$ cat src/design/rcfd_pkg.sv
// ----------------------------------------------------------------------------
// rcfd_pkg
// Shared types and constants for the RC channel frame decoder.
// ----------------------------------------------------------------------------
package rcfd_pkg;

  localparam int NUM_CHANNELS_DEF = 14;

  localparam int BYTE_W   = 8;
  localparam int POS_W    = 5;
  localparam int CSUM_W   = 16;
  localparam int VALUE_W  = 12;
  localparam int CH_IDX_W = 4;

  localparam logic [BYTE_W-1:0]  SYNC_FIRST  = 8'h20;
  localparam logic [BYTE_W-1:0]  SYNC_SECOND = 8'h40;
  localparam logic [CSUM_W-1:0]  CSUM_SEED   = 16'hff9f;
  localparam logic [CSUM_W-1:0]  VALUE_MASK  = 16'h0fff;

  typedef enum logic {
    ST_RECV,
    ST_EMIT
  } state_t;

  // controller -> datapath
  typedef struct packed {
    logic take_byte;
    logic emit_start;
    logic emit_next;
  } cmd_t;

  // datapath -> controller
  typedef struct packed {
    logic frame_ok;   // current byte closes a frame with a matching checksum
    logic emit_last;  // emit pointer sits on the final channel
  } sts_t;

endpackage

$ cat src/design/rc_channel_frame_decoder_core.sv
// ----------------------------------------------------------------------------
// rc_channel_frame_decoder_core
// Decodes a sync-framed RC channel stream one byte at a time and reports
// every channel of a frame whose checksum matches.
// ----------------------------------------------------------------------------
//  channel  | ports                                      | dir
//  ---------+--------------------------------------------+----
//  in       | in_valid, in_ready, in_rx_byte[7:0]        | in
//  out      | out_valid, out_ready, out_channel_index[3:0],
//           | out_channel_value[11:0], out_last_of_frame | out
//
//  One byte is taken per cycle while receiving; the datapath updates
//  position, checksum and channel store in that same cycle.
//  A byte that closes a good frame is followed by one result per channel
//  (read from the store at the readout pointer); in_ready is low during
//  that readout, and out_ready low stretches it.
//  Reset (rst_n low, synchronous) returns the decoder to waiting for sync.
// ----------------------------------------------------------------------------
module rc_channel_frame_decoder_core #(
  parameter int NUM_CHANNELS = rcfd_pkg::NUM_CHANNELS_DEF
) (
  input  logic                          clk,
  input  logic                          rst_n,
  input  logic                          in_valid,
  output logic                          in_ready,
  input  logic [rcfd_pkg::BYTE_W-1:0]   in_rx_byte,
  output logic                          out_valid,
  input  logic                          out_ready,
  output logic [rcfd_pkg::CH_IDX_W-1:0] out_channel_index,
  output logic [rcfd_pkg::VALUE_W-1:0]  out_channel_value,
  output logic                          out_last_of_frame
);

  rcfd_pkg::cmd_t cmd;
  rcfd_pkg::sts_t sts;

  rcfd_ctrl u_ctrl (
    .clk       (clk),
    .rst_n     (rst_n),
    .in_valid  (in_valid),
    .in_ready  (in_ready),
    .out_valid (out_valid),
    .out_ready (out_ready),
    .sts       (sts),
    .cmd       (cmd)
  );

  rcfd_datapath #(
    .NUM_CHANNELS (NUM_CHANNELS)
  ) u_dp (
    .clk           (clk),
    .rst_n         (rst_n),
    .cmd           (cmd),
    .sts           (sts),
    .rx_byte       (in_rx_byte),
    .channel_index (out_channel_index),
    .channel_value (out_channel_value),
    .last_of_frame (out_last_of_frame)
  );

`ifndef SYNTHESIS
  // no byte is taken while a frame is being read out
  a_no_overlap: assert property (@(posedge clk) disable iff (!rst_n)
    out_valid |-> !in_ready)
    else $error("input ready during readout");

  // readout starts at channel zero
  a_first_idx: assert property (@(posedge clk) disable iff (!rst_n)
    (in_valid && in_ready ##1 out_valid) |-> (out_channel_index == '0))
    else $error("readout does not start at channel zero");

  // readout steps one channel per accepted request
  a_idx_step: assert property (@(posedge clk) disable iff (!rst_n)
    (out_valid && out_ready && !out_last_of_frame) |=>
      (out_valid && (out_channel_index == $past(out_channel_index) + 1'b1)))
    else $error("channel index did not advance");

  // decoder returns to receiving after the final channel
  a_back_to_recv: assert property (@(posedge clk) disable iff (!rst_n)
    (out_valid && out_ready && out_last_of_frame) |=> (in_ready && !out_valid))
    else $error("decoder stuck after final channel");
`endif

endmodule

$ cat src/design/rcfd_ctrl.sv
// ----------------------------------------------------------------------------
// rcfd_ctrl
// Controller: takes bytes while receiving, then walks the channel readout.
// ----------------------------------------------------------------------------
module rcfd_ctrl (
  input  logic          clk,
  input  logic          rst_n,
  input  logic          in_valid,
  output logic          in_ready,
  output logic          out_valid,
  input  logic          out_ready,
  input  rcfd_pkg::sts_t sts,
  output rcfd_pkg::cmd_t cmd
);

  rcfd_pkg::state_t state_r, state_nxt;

  always_ff @(posedge clk) begin
    if (!rst_n) begin
      state_r <= rcfd_pkg::ST_RECV;
    end else begin
      state_r <= state_nxt;
    end
  end

  always_comb begin
    state_nxt      = state_r;
    in_ready       = 1'b0;
    out_valid      = 1'b0;
    cmd.take_byte  = 1'b0;
    cmd.emit_start = 1'b0;
    cmd.emit_next  = 1'b0;
    case (state_r)
      rcfd_pkg::ST_RECV: begin
        in_ready      = 1'b1;
        cmd.take_byte = in_valid;
        if (in_valid && sts.frame_ok) begin
          cmd.emit_start = 1'b1;
          state_nxt      = rcfd_pkg::ST_EMIT;
        end
      end
      rcfd_pkg::ST_EMIT: begin
        out_valid = 1'b1;
        if (out_ready) begin
          if (sts.emit_last) begin
            state_nxt = rcfd_pkg::ST_RECV;
          end else begin
            cmd.emit_next = 1'b1;
          end
        end
      end
      default: begin
        state_nxt = rcfd_pkg::ST_RECV;
      end
    endcase
  end

endmodule

$ cat src/design/rcfd_datapath.sv
// ----------------------------------------------------------------------------
// rcfd_datapath
// Byte history, frame position, running checksum, channel store, readout.
// ----------------------------------------------------------------------------
module rcfd_datapath #(
  parameter int NUM_CHANNELS = rcfd_pkg::NUM_CHANNELS_DEF
) (
  input  logic                            clk,
  input  logic                            rst_n,
  input  rcfd_pkg::cmd_t                  cmd,
  output rcfd_pkg::sts_t                  sts,
  input  logic [rcfd_pkg::BYTE_W-1:0]     rx_byte,
  output logic [rcfd_pkg::CH_IDX_W-1:0]   channel_index,
  output logic [rcfd_pkg::VALUE_W-1:0]    channel_value,
  output logic                            last_of_frame
);

  localparam int IDX_W = (NUM_CHANNELS > 1) ? $clog2(NUM_CHANNELS) : 1;
  localparam logic [rcfd_pkg::POS_W-1:0] FRAME_END =
    rcfd_pkg::POS_W'(2 * NUM_CHANNELS + 2);
  localparam logic [IDX_W-1:0] LAST_IDX = IDX_W'(NUM_CHANNELS - 1);

  logic [rcfd_pkg::BYTE_W-1:0]  prev_r;
  logic [rcfd_pkg::POS_W-1:0]   pos_r, pos_nxt;
  logic [rcfd_pkg::CSUM_W-1:0]  csum_r, csum_nxt;
  logic [IDX_W-1:0]             idx_r;
  logic [rcfd_pkg::VALUE_W-1:0] store [NUM_CHANNELS];
  logic [rcfd_pkg::VALUE_W-1:0] value_r;

  logic                          sync_hit;
  logic                          in_frame;
  logic [rcfd_pkg::POS_W-1:0]    pos_inc;
  logic [rcfd_pkg::CSUM_W-1:0]   word;
  logic [rcfd_pkg::BYTE_W:0]     pair_sum;
  logic [rcfd_pkg::CH_IDX_W-1:0] slot;
  logic                          store_we;

  assign sync_hit = (prev_r == rcfd_pkg::SYNC_FIRST) && (rx_byte == rcfd_pkg::SYNC_SECOND);
  assign in_frame = (pos_r < FRAME_END);
  assign pos_inc  = pos_r + 1'b1;
  assign word     = {rx_byte, prev_r};
  assign pair_sum = {1'b0, prev_r} + {1'b0, rx_byte};
  // word k lands when the position reaches 2k+2
  assign slot     = pos_inc[rcfd_pkg::POS_W-1:1] - 1'b1;

  assign sts.frame_ok  = !sync_hit && in_frame && (pos_inc == FRAME_END) && (word == csum_r);
  assign sts.emit_last = (idx_r == LAST_IDX);

  always_comb begin
    pos_nxt  = pos_r;
    csum_nxt = csum_r;
    store_we = 1'b0;
    if (cmd.take_byte) begin
      if (sync_hit) begin
        pos_nxt  = '0;
        csum_nxt = rcfd_pkg::CSUM_SEED;
      end else if (in_frame) begin
        pos_nxt = pos_inc;
        if (!pos_inc[0] && (pos_inc != FRAME_END)) begin
          store_we = 1'b1;
          csum_nxt = csum_r - rcfd_pkg::CSUM_W'(pair_sum);
        end
      end
    end
  end

  always_ff @(posedge clk) begin
    if (!rst_n) begin
      prev_r <= '0;
      pos_r  <= FRAME_END;
      csum_r <= '0;
      idx_r  <= '0;
    end else begin
      if (cmd.take_byte) begin
        prev_r <= rx_byte;
      end
      pos_r  <= pos_nxt;
      csum_r <= csum_nxt;
      if (cmd.emit_start) begin
        idx_r <= '0;
      end else if (cmd.emit_next) begin
        idx_r <= idx_r + 1'b1;
      end
    end
  end

  // readout data is fetched at the edge that moves the pointer
  always_ff @(posedge clk) begin
    if (store_we) begin
      store[slot[IDX_W-1:0]] <= rcfd_pkg::VALUE_W'(word & rcfd_pkg::VALUE_MASK);
    end
    if (cmd.emit_start) begin
      value_r <= store['0];
    end else if (cmd.emit_next) begin
      value_r <= store[idx_r + 1'b1];
    end
  end

  assign channel_index = rcfd_pkg::CH_IDX_W'(idx_r);
  assign channel_value = value_r;
  assign last_of_frame = sts.emit_last;

endmodule

$ cat config.mk
export PLATFORM = sky130hd
export DESIGN_NAME = rc_channel_frame_decoder_core
export DESIGN_NICKNAME = d
export VERILOG_FILES = /design/src/design/rcfd_pkg.sv /design/src/design/rc_channel_frame_decoder_core.sv /design/src/design/rcfd_ctrl.sv /design/src/design/rcfd_datapath.sv
export SDC_FILE = /design/constraint.sdc
export NUM_CORES = 1
export LEC_CHECK = 0
export BUFFER_PORTS_ARGS = -buffer_cell sky130_fd_sc_hd__buf_4
export CORE_MARGIN = 2
export CORE_UTILIZATION = 50
export CTS_CLUSTER_SIZE = 20
export DETAILED_ROUTE_END_ITERATION = 12
export GPL_TIMING_DRIVEN = 0
export PLACE_DENSITY = 0.66
export SLEW_MARGIN = 20
export SYNTH_ARGS = -nofsm -noshare
export SYNTH_HDL_FRONTEND = slang
export SYNTH_SLANG_ARGS = --single-unit
$ cat constraint.sdc
create_clock -name clk -period 3.8 [get_ports clk]
set_input_delay 0.76 -clock clk [delete_from_list [all_inputs] [get_ports clk]]
set_output_delay 0.76 -clock clk [all_outputs]
set_load 0.03 [all_outputs]
* After elaboration in Yosys (flattened, before gate mapping)
Memories as Yosys holds them, arrays and structs flattened.
Cells that the tools add are included.
Widths: inputs -> output; s select.
** Cells by class
- Muxes and demuxes :: 22
- Order comparisons :: 1
- Multiply operators :: 0
- Equality and inequality tests :: 6
- $add $sub $neg :: 5
- Reductions and logical operators :: 14
- Divide/modulo/power cells :: 0
- Shifts and indexed selects :: 0
- Bitwise logic cells :: 2
** Operators by type and width (number)
- $mux 16 :: 3
- $mux 12 :: 2
- $eq 16x16->1 :: 1
- $sub 16x9->16 :: 1
- $mux 1 :: 13
- $mux 5 :: 2
- $add 8x8->9 :: 1
- $eq 8x6->1 const B :: 1
- $eq 8x7->1 const B :: 1
- $logic_and 1x1->1 :: 6
- $reduce_bool 2->1 :: 3
- $add 5x1->5 const B :: 1
- $eq 5x5->1 const B :: 1
- $lt 5x5->1 const B :: 1
- $ne 5x5->1 const B :: 1
- $add 4x1->4 const B :: 1
- $eq 4x4->1 const B :: 1
- $sub 4x1->4 const B :: 1
- $reduce_and 3->1 :: 1
- $logic_not 1->1 :: 2
- $mux 2 :: 1
- $not 1->1 :: 2
- $pmux 1 s2 :: 1
- $reduce_and 2->1 :: 1
- $reduce_or 2->1 :: 1
** Word-level totals
- Memory bits (read-only) :: 0
- Output and inout bits :: 19
- Input port bits :: 12
- Register bits :: 46
- Memories kept :: 1
- RAM bits :: 168
- Bits in latches :: 0
- Logic and storage cells :: 57
** Memories
- u_dp.store :: depth 14, bits a word 12, read ports 2, clocked after Yosys merged registers in 0, write ports 1, RTL line rcfd_datapath.sv:27 : logic [rcfd_pkg::VALUE_W-1:0] store [NUM_CHANNELS];

* Longest topological paths before layout
Gate-level depths: netlist of run 1.
- Word-level depth :: 12
- Gate-level depth with buffers :: 10
- Mapped depth without buffers :: 10

* Cells and area by module
From an unflattened synthesis of run 1, not the netlist that was laid out.
** Second synthesis, totals
- Cell total of the unflattened synthesis :: 578
- Area, all modules :: 9452.8 um2
** By module, submodules not included
- rcfd_datapath :: cells an instance 570, area an instance 9389.0 um2, instances 1, seq. area each 6065.8 um2
- rcfd_ctrl :: cells an instance 8, area an instance 63.8 um2, instances 1, seq. area each 20.0 um2

* Worst setup path after synthesis of run 1
OpenSTA, ideal clock, no wires.
- Path type :: in2reg
- Start :: in in_rx_byte[6] in the netlist's numbering
- End :: mem u_dp.store[7][0] in the netlist's numbering (enable)
- Arrival time :: 2801 ps
- Path slack :: 602 ps
- Stages on the path :: 6
- Path buffers :: 0
- Library setup time :: 396 ps
- Required time :: 3404 ps
- Path through :: nor4b_1 nand4_2 nand3_2 nor3_1 nand2_1 nor3_1
** On the way
- Cells in the longest elaborated chain, start to end :: 6
** Ends and longest elaborated chain
- start, declared :: RTL line rc_channel_frame_decoder_core.sv:26 : input logic [rcfd_pkg::BYTE_W-1:0] in_rx_byte,
- $eq 8x7->1 :: RTL line rcfd_datapath.sv:38 : assign sync_hit = (prev_r == rcfd_pkg::SYNC_FIRST) && (rx_byte == rcfd_pkg::SYNC_SECOND);
- $logic_and 1x1->1 :: RTL line rcfd_datapath.sv:38
- $mux 1 :: RTL line rcfd_datapath.sv:54 : if (sync_hit) begin
- $mux 1 :: RTL line rcfd_datapath.sv:53 : if (cmd.take_byte) begin
- $mux 1 :: RTL line rcfd_datapath.sv:89 : if (store_we) begin
- $mux 1 (not written as such) :: RTL line rcfd_datapath.sv:90 : store[slot[IDX_W-1:0]] <= rcfd_pkg::VALUE_W'(word & rcfd_pkg::VALUE_MASK);
- end, declared :: RTL line rcfd_datapath.sv:27
Every way passes these cells.

* Worst setup path in the final report of run 1
- Start :: reg u_dp.prev_r[3] in the netlist's numbering
- End :: mem u_dp.store[8][6] in the netlist's numbering (enable)
** On the way
- Cells in the longest elaborated chain, start to end :: 6
** Ends and longest elaborated chain
- start, declared :: RTL line rcfd_datapath.sv:23 : logic [rcfd_pkg::BYTE_W-1:0] prev_r;
- start signal, assigned :: RTL line rcfd_datapath.sv:75 : prev_r <= rx_byte;
- $eq 8x6->1 :: RTL line rcfd_datapath.sv:38
- $logic_and 1x1->1 :: RTL line rcfd_datapath.sv:38
- $mux 1 :: RTL line rcfd_datapath.sv:54
- $mux 1 :: RTL line rcfd_datapath.sv:53
- $mux 1 :: RTL line rcfd_datapath.sv:89
- $mux 1 (not written as such) :: RTL line rcfd_datapath.sv:90
Every way passes these cells.

==> results of run 1 <==
-- cells in the mapped netlist, drive strengths merged (2+ instances only) --
master / count
a21boi: 9
a21o: 4
a21oi: 13
and3: 8
buf: 14
clkbuf: 9
dfxtp: 34
edfxtp: 180
fa: 8
ha: 15
inv: 28
mux2: 24
mux2i: 2
mux4: 48
nand2: 35
nand2b: 2
nand3: 12
nand4: 7
nor2: 21
nor2b: 5
nor3: 6
nor4: 6
nor4b: 3
o211a: 3
o211ai: 2
o21a: 6
o21ai: 9
o221a: 4
o221ai: 2
o31a: 4
or3: 2
xnor2: 22
xor2: 15
-- area by class of cell --
class | count | area [um2] | area share
flip-flops and latches | 214 | 6086 | 0.5590
multi-input cells | 308 | 3177 | 0.2918
clock buffers | 26 | 650.6 | 0.05976
repair buffers | 38 | 315.3 | 0.02896
well taps | 234 | 292.8 | 0.02689
clock inverters | 15 | 141.4 | 0.01299
plain buffers | 23 | 118.9 | 0.01092
inverters | 28 | 105.1 | 0.009654
-- power by group through the flow --
stage	Clock [mW]	Sequential, mW	Combinational [mW]
after floorplan	0	2.63	0.218
after global placement	0	2.64	0.286
after detailed placement	0	2.64	0.298
after CTS	2.34	2.59	0.301
after global routing	2.43	2.59	0.337
final	2.29	2.59	0.301
-- sequential cells by signal (all words and copies together) (netlist names) --
signal,count
u_ctrl.state_r,1
u_dp.channel_value,12
u_dp.prev_r,8
u_dp.channel_index,4
u_dp.store,168
u_dp.csum_r,16
u_dp.pos_r,5
-- routing by layer --
layer	share of wire	vias to the layer above	wire [um]
met5	0	-	0
met2	0.51	140	10140
li1	-	2348	-
met4	0.020	0	402
met1	0.42	2666	8347
met3	0.049	29	983
-- through the flow --
step,cell area [um2],worst slack (ps)
CTS,10890,312.4
global route,10890,129.9
global placement,9950,-1214
floorplan,9439,602.3
finish,10890,289.8
detailed placement,10090,-252.0
-- worst max path at each step --
| stage | startpoint | endpoint | cells after the start |
|---|---|---|---|
| 2_1_floorplan | in_rx_byte[6] | u_dp.store[7][0]$_DFFE_PP_ | 6 |
| 3_5_place_dp | in_rx_byte[1] | u_dp.store[8][5]$_DFFE_PP_ | 7 |
| 6_report | u_dp.prev_r[3]$_SDFFE_PN0P_ | u_dp.store[8][6]$_DFFE_PP_ | 6 |
| 4_1_cts | u_dp.prev_r[3]$_SDFFE_PN0P_ | u_dp.store[8][11]$_DFFE_PP_ | 6 |
| 5_1_grt | u_dp.prev_r[3]$_SDFFE_PN0P_ | u_dp.store[8][6]$_DFFE_PP_ | 6 |
| 3_3_place_gp | in_rx_byte[3] | u_dp.store[1][5]$_DFFE_PP_ | 7 |
-- cells in the final DEF (no fill, tap or decap), types with 4 or more instances in the layout --
| cell | n |
|---|---|
| nor2_1 | 10 |
| xnor2_1 | 22 |
| dfxtp_1 | 34 |
| nand4_1 | 6 |
| mux2_4 | 4 |
| a21o_1 | 4 |
| clkbuf_1 | 9 |
| edfxtp_1 | 180 |
| a21oi_1 | 13 |
| xor2_1 | 15 |
| ha_1 | 15 |
| o31a_1 | 4 |
| clkbuf_16 | 26 |
| nor4_1 | 4 |
| buf_4 | 36 |
| o221a_2 | 4 |
| nor2_2 | 11 |
| fa_1 | 8 |
| buf_6 | 7 |
| nor3_2 | 4 |
| o21ai_0 | 9 |
| inv_1 | 28 |
| and3_1 | 4 |
| and3_2 | 4 |
| buf_2 | 5 |
| nand3_1 | 11 |
| mux4_2 | 48 |
| nor2b_1 | 5 |
| o21a_1 | 6 |
| mux2_2 | 20 |
| a21boi_0 | 9 |
| nand2_1 | 35 |
-- cell families (layout without fill, tap and decap cells) --
family | Yosys count | in the layout | synth area share
and+or+nand+nor | 110 | 110 | 0.06137
AOI/OAI and AO/OA | 64 | 64 | 0.05209
xor gates and xnor gates | 37 | 37 | 0.03433
DFF | 214 | 214 | 0.6448
muxes | 74 | 74 | 0.1469
buffers and inverters | 51 | 130 | 0.02373
adders and majority gates | 23 | 23 | 0.03685
-- worst max-delay path, stage by stage (launching register included) --
cell and delay (ps):
dfxtp_1 770, nor4b_1 150, nand4_2 250, nand3_2 220, nor3_2 640, nand3_1 370
nor2_2 730
==> results.py, run 1 <==
metrics = {
    "logic_synthesis": {
        "synth_nets": 608,
        "yosys_warnings": 0,
        "netlist_area_mm2": 0.009439,
        "synth_largest_area_cell": "edfxtp_1",
        "syn_area_per_cell_um2": 16.47,
        "post-synth-top-area-fraction": 0.5726,
        "ys_types": 54,
        "async_flop_share": 0,
        "syn_inst": 573,
        "synth_edf_count": 180,
        "synth_seq_cells": 214,
        "synthTopCellsByArea": "edfxtp_1, mux4_2, dfxtp_1, mux2_2, xnor2_1",
        "synth_flop_cell": "edfxtp_1",
        "ys_seq_area_frac": 0.6448,
    },
    "critical_path": {
        "arrival_ps": 3650,
        "r2r_setup_slack_ps": 290,
        "rr_endpoint": "u_dp.store[8][6]$_DFFE_PP_",
        "reg2reg_depth": 6,
        "reg2reg_from": "u_dp.prev_r[3]$_SDFFE_PN0P_",
        "worstPathRequired_ps": 3930,
        "cp-end-kind": "flop",
        "critPathLaunchType": "flop",
        "crit_path_max_fanout": 18,
        "crit_type": "flop to flop",
    },
    "final_layout": {
        "n_antenna_cell": 0,
        "fin_util": 0.5840,
        "nets": 671,
        "area_delta_synth_final_pct": 15.34,
        "drive_above_1_share": 0.2929,
        "fill_cells": 1428,
        "fin_cells": 886,
    },
    "pwr": {
        "p_int_mw": 4.043,
        "p_clk_frac": 0.442,
        "pwr-share-seq": 0.500,
        "switching_power_mw": 1.142,
        "max-vdd-ir-drop_v": 0.0003092,
        "swShare": 0.2202,
        "total_leakage_power_nw": 3.852,
        "power_mw": 5.185,
        "power.density_mw_per_mm2": 476.3,
        "pwr-share-comb": 0.058,
    },
    "detailed_routing": {
        "drt-initial-drc-count": 304,
        "via_per_inst": 5.850,
        "wire_per_inst_um": 22.43,
        "drtPass1Iterations": 4,
        "vias": 5183,
        "drc": 0,
        "wl_um": 19870,
        "drt.antenna.violating_nets": 0,
    },
    "hold_path": {
        "min_to": "u_dp.prev_r[6]$_SDFFE_PN0P_",
        "min_from": "in_rx_byte[6]",
        "hold_depth": 3,
        "hold_class": "primary input to flop",
    },
    "sta": {
        "fin_crit_ps": 3510,
        "drv_slew": 0,
        "hold_slack_ps": 541.7,
        "hold_violations": 0,
        "fin_skew_ps": 11.15,
        "rsz0062_at_grt": "false",
        "slew_headroom": 0.4624,
        "fin_tns_setup_ps": 0,
        "worstMarginPinSlew_ps": 805.5,
        "setup-violations-final": 0,
        "fin_crit_sh": 0.9237,
        "max_freq_mhz": 284.9,
    },
    "global_routing": {
        "gr-total-overflow": 0,
        "grt_max_degree": 19,
        "grt.total_usage": 0.2064,
        "grt_pass1_vias": 5264,
        "busiest_layer": "met2",
        "grt_use_met2": 0.3559,
        "grt_pass1_wl_um": 31040,
        "grt_use_met1": 0.2772,
        "grt_antenna_before_repair": 0,
        "grtUsageMet3": 0.03037,
    },
    "clock_tree": {
        "path_clk_slew_ps": 60,
        "cts_buffer_depth": 3,
        "cts_made_buffers": 23,
        "insertion_delay_ps": 510,
        "htreeDepth": 1,
        "cts_resized": 1,
        "cts_hold_buf": 0,
        "cts_tree": "built",
        "clockRootBuffer": "clkbuf_16",
        "cts_setup_buffers": 0,
        "clock_sinks": 214,
    },
    "floorplanning": {
        "num_rows": 50,
        "pin_count": 31,
        "initial_core_util": 0.5063,
        "die_area_mm2": 0.01999,
        "coreArea_mm2": 0.01864,
        "die_w_um": 141.4,
        "die_h_um": 141.4,
    },
    "place": {
        "placedCellCount": 845,
        "dp_hpwl_um": 13930,
        "gp_congestion": 0.8781,
        "port_buffers": 29,
    },
    "outcome": {
        "status": "completed",
    },
    "run": {
        "max_cap_viol_count": 0,
    },
}
(Power assumes the default switching activity.)
==> inputs of run 2 (changes only) <==
--- a/config.mk
+++ b/config.mk
@@ -12,6 +12,7 @@
 export DETAILED_ROUTE_END_ITERATION = 12
 export GPL_TIMING_DRIVEN = 0
 export PLACE_DENSITY = 0.66
+export REMOVE_ABC_BUFFERS = 1
 export SLEW_MARGIN = 20
 export SYNTH_ARGS = -nofsm -noshare
 export SYNTH_HDL_FRONTEND = slang
==> run 2 against run 1 <==
Effect of this change: fmax grew 0.44%; cell count fell by 1.9%; sequential share of layout area rose by 0.39 points; via count fell by 0.31%; first-iteration DRC count is 17% higher; setup slack better by 15 ps; critical path type unchanged; largest cell class unchanged; highest routed layer unchanged.
==> results.py, run 2 (same netlist as run 1, synthesis figures left out) <==
metrics = {
    "sta": {
        "setup-violations-final": 0,
        "hold_violations": 0,
        "fin_crit_ps": 3495,
        "fin_skew_ps": 19.01,
        "drv_slew": 0,
        "layout_setup_ws_ps": 305.2,
        "slew_headroom": 0.3632,
        "max_freq_mhz": 286.1,
        "fin_crit_sh": 0.9197,
        "rsz0062_at_grt": "false",
        "worstMarginPinSlew_ps": 955.2,
    },
    "critical_path": {
        "crit_type": "flop to flop",
        "cp-end-kind": "flop",
        "critPathLaunchType": "flop",
        "arrival_ps": 3680,
        "crit_path_max_fanout": 18,
        "reg2reg_depth": 7,
        "worstPathRequired_ps": 3990,
    },
    "place": {
        "pre_cts_ws_ps": -538.3,
        "dp_hpwl_um": 13020,
        "gp_congestion": 0.8615,
        "port_buffers": 30,
    },
    "pwr": {
        "max-vdd-ir-drop_v": 0.0002301,
        "total_leakage_power_nw": 3.794,
        "power.density_mw_per_mm2": 462.6,
        "power_mw": 5.005,
    },
    "run": {
        "max_cap_viol_count": 0,
    },
    "detailed_routing": {
        "vias": 5167,
        "drt.antenna.violating_nets": 0,
        "drtPass1Iterations": 4,
        "via_per_inst": 5.946,
        "wl_um": 19350,
        "drt-initial-drc-count": 356,
        "drc": 0,
        "wire_per_inst_um": 22.27,
    },
    "final_layout": {
        "layout_common_cells": "edfxtp_1, mux4_2, nand2_1",
        "nets": 654,
        "final_common_cell": "edfxtp_1",
        "multi_input_area_mm2": 0.003194,
        "fin_util": 0.5803,
        "fill_cells": 1418,
        "final-seq-area_mm2": 0.006090,
        "drive_above_1_share": 0.2898,
        "area_delta_synth_final_pct": 14.61,
        "largest_reg_flops": 168,
        "n_antenna_cell": 0,
    },
    "floorplanning": {
        "coreArea_mm2": 0.01864,
        "die_h_um": 141.4,
        "pin_count": 31,
        "die_area_mm2": 0.01999,
        "num_rows": 50,
        "initial_core_util": 0.5063,
        "die_w_um": 141.4,
    },
    "clock_tree": {
        "cts_hold_buf": 0,
        "cts_resized": 1,
        "clock_sinks": 214,
        "path_clk_slew_ps": 60,
        "cts_setup_buffers": 0,
        "insertion_delay_ps": 490,
        "htreeDepth": 1,
        "clockRootBuffer": "clkbuf_16",
        "cts_made_buffers": 22,
        "cts_tree": "built",
        "cts_buffer_depth": 3,
    },
    "hold_path": {
        "hold_class": "primary input to flop",
        "hold_depth": 3,
    },
    "global_routing": {
        "grt_max_degree": 38,
        "grt_pass1_vias": 5328,
        "grt.total_usage": 0.1993,
        "grt_antenna_before_repair": 0,
        "gr-total-overflow": 0,
        "grt_pass1_wl_um": 30260,
    },
    "outcome": {
        "status": "completed",
    },
}
## run 2: path summary, 6_finish.rpt
check / startpoint / slack, ps / to
min reg2reg: u_dp.store[0][9]$_DFFE_PP_ / 570 / u_dp.channel_value[9]$_DFFE_PP_
min: out_ready / 570 / u_ctrl.state_r$_SDFF_PN0_
max reg2reg: u_dp.prev_r[3]$_SDFFE_PN0P_ / 310 / u_dp.store[9][0]$_DFFE_PP_
max: u_dp.prev_r[3]$_SDFFE_PN0P_ / 310 / u_dp.store[9][0]$_DFFE_PP_
## run 2: layer usage
layer | vias up | share of wire | GRT usage
li1 | 2315 | - | -
met1 | 2697 | 0.42 | 0.2640
met2 | 130 | 0.52 | 0.3564
met3 | 25 | 0.041 | 0.02160
met4 | 0 | 0.019 | 0.04895
met5 | - | 0 | 0
## run 2: area by class of cell
cell class | instances | area share
Multi-Input combinational cell | 308 | 0.2953
Clock buffer | 32 | 0.05818
Timing Repair Buffer | 45 | 0.03875
Sequential cell | 214 | 0.5629
Tap cell | 234 | 0.02706
Inverter | 28 | 0.009715
Clock inverter | 8 | 0.008096
## run 2: critical path: stages, from the launching register on
cell and delay, ps:
dfxtp_1 760, nor4b_1 170, nand4_2 260, nand3_2 210, nor3_2 590, nand2_1 240, nor3_2 730, buf_6 240
## run 2: power by group
group | internal [mW] | switching (mW) | total, mW
clock | 1.28 | 0.834 | 2.12
combinational | 0.116 | 0.180 | 0.296
sequential | 2.55 | 0.0396 | 2.59
## run 2: metrics by stage
step                hold slack [ps]  TNS (ps)  cells  cell area [um2]
floorplan                     541.0     -9764    550             9320
global placement              557.5   -193060    814             9838
detailed placement            563.8    -63280    829            10100
CTS                           555.2         0    869            10820
global route                  557.2         0    869            10820
finish                        565.2         0    869            10820
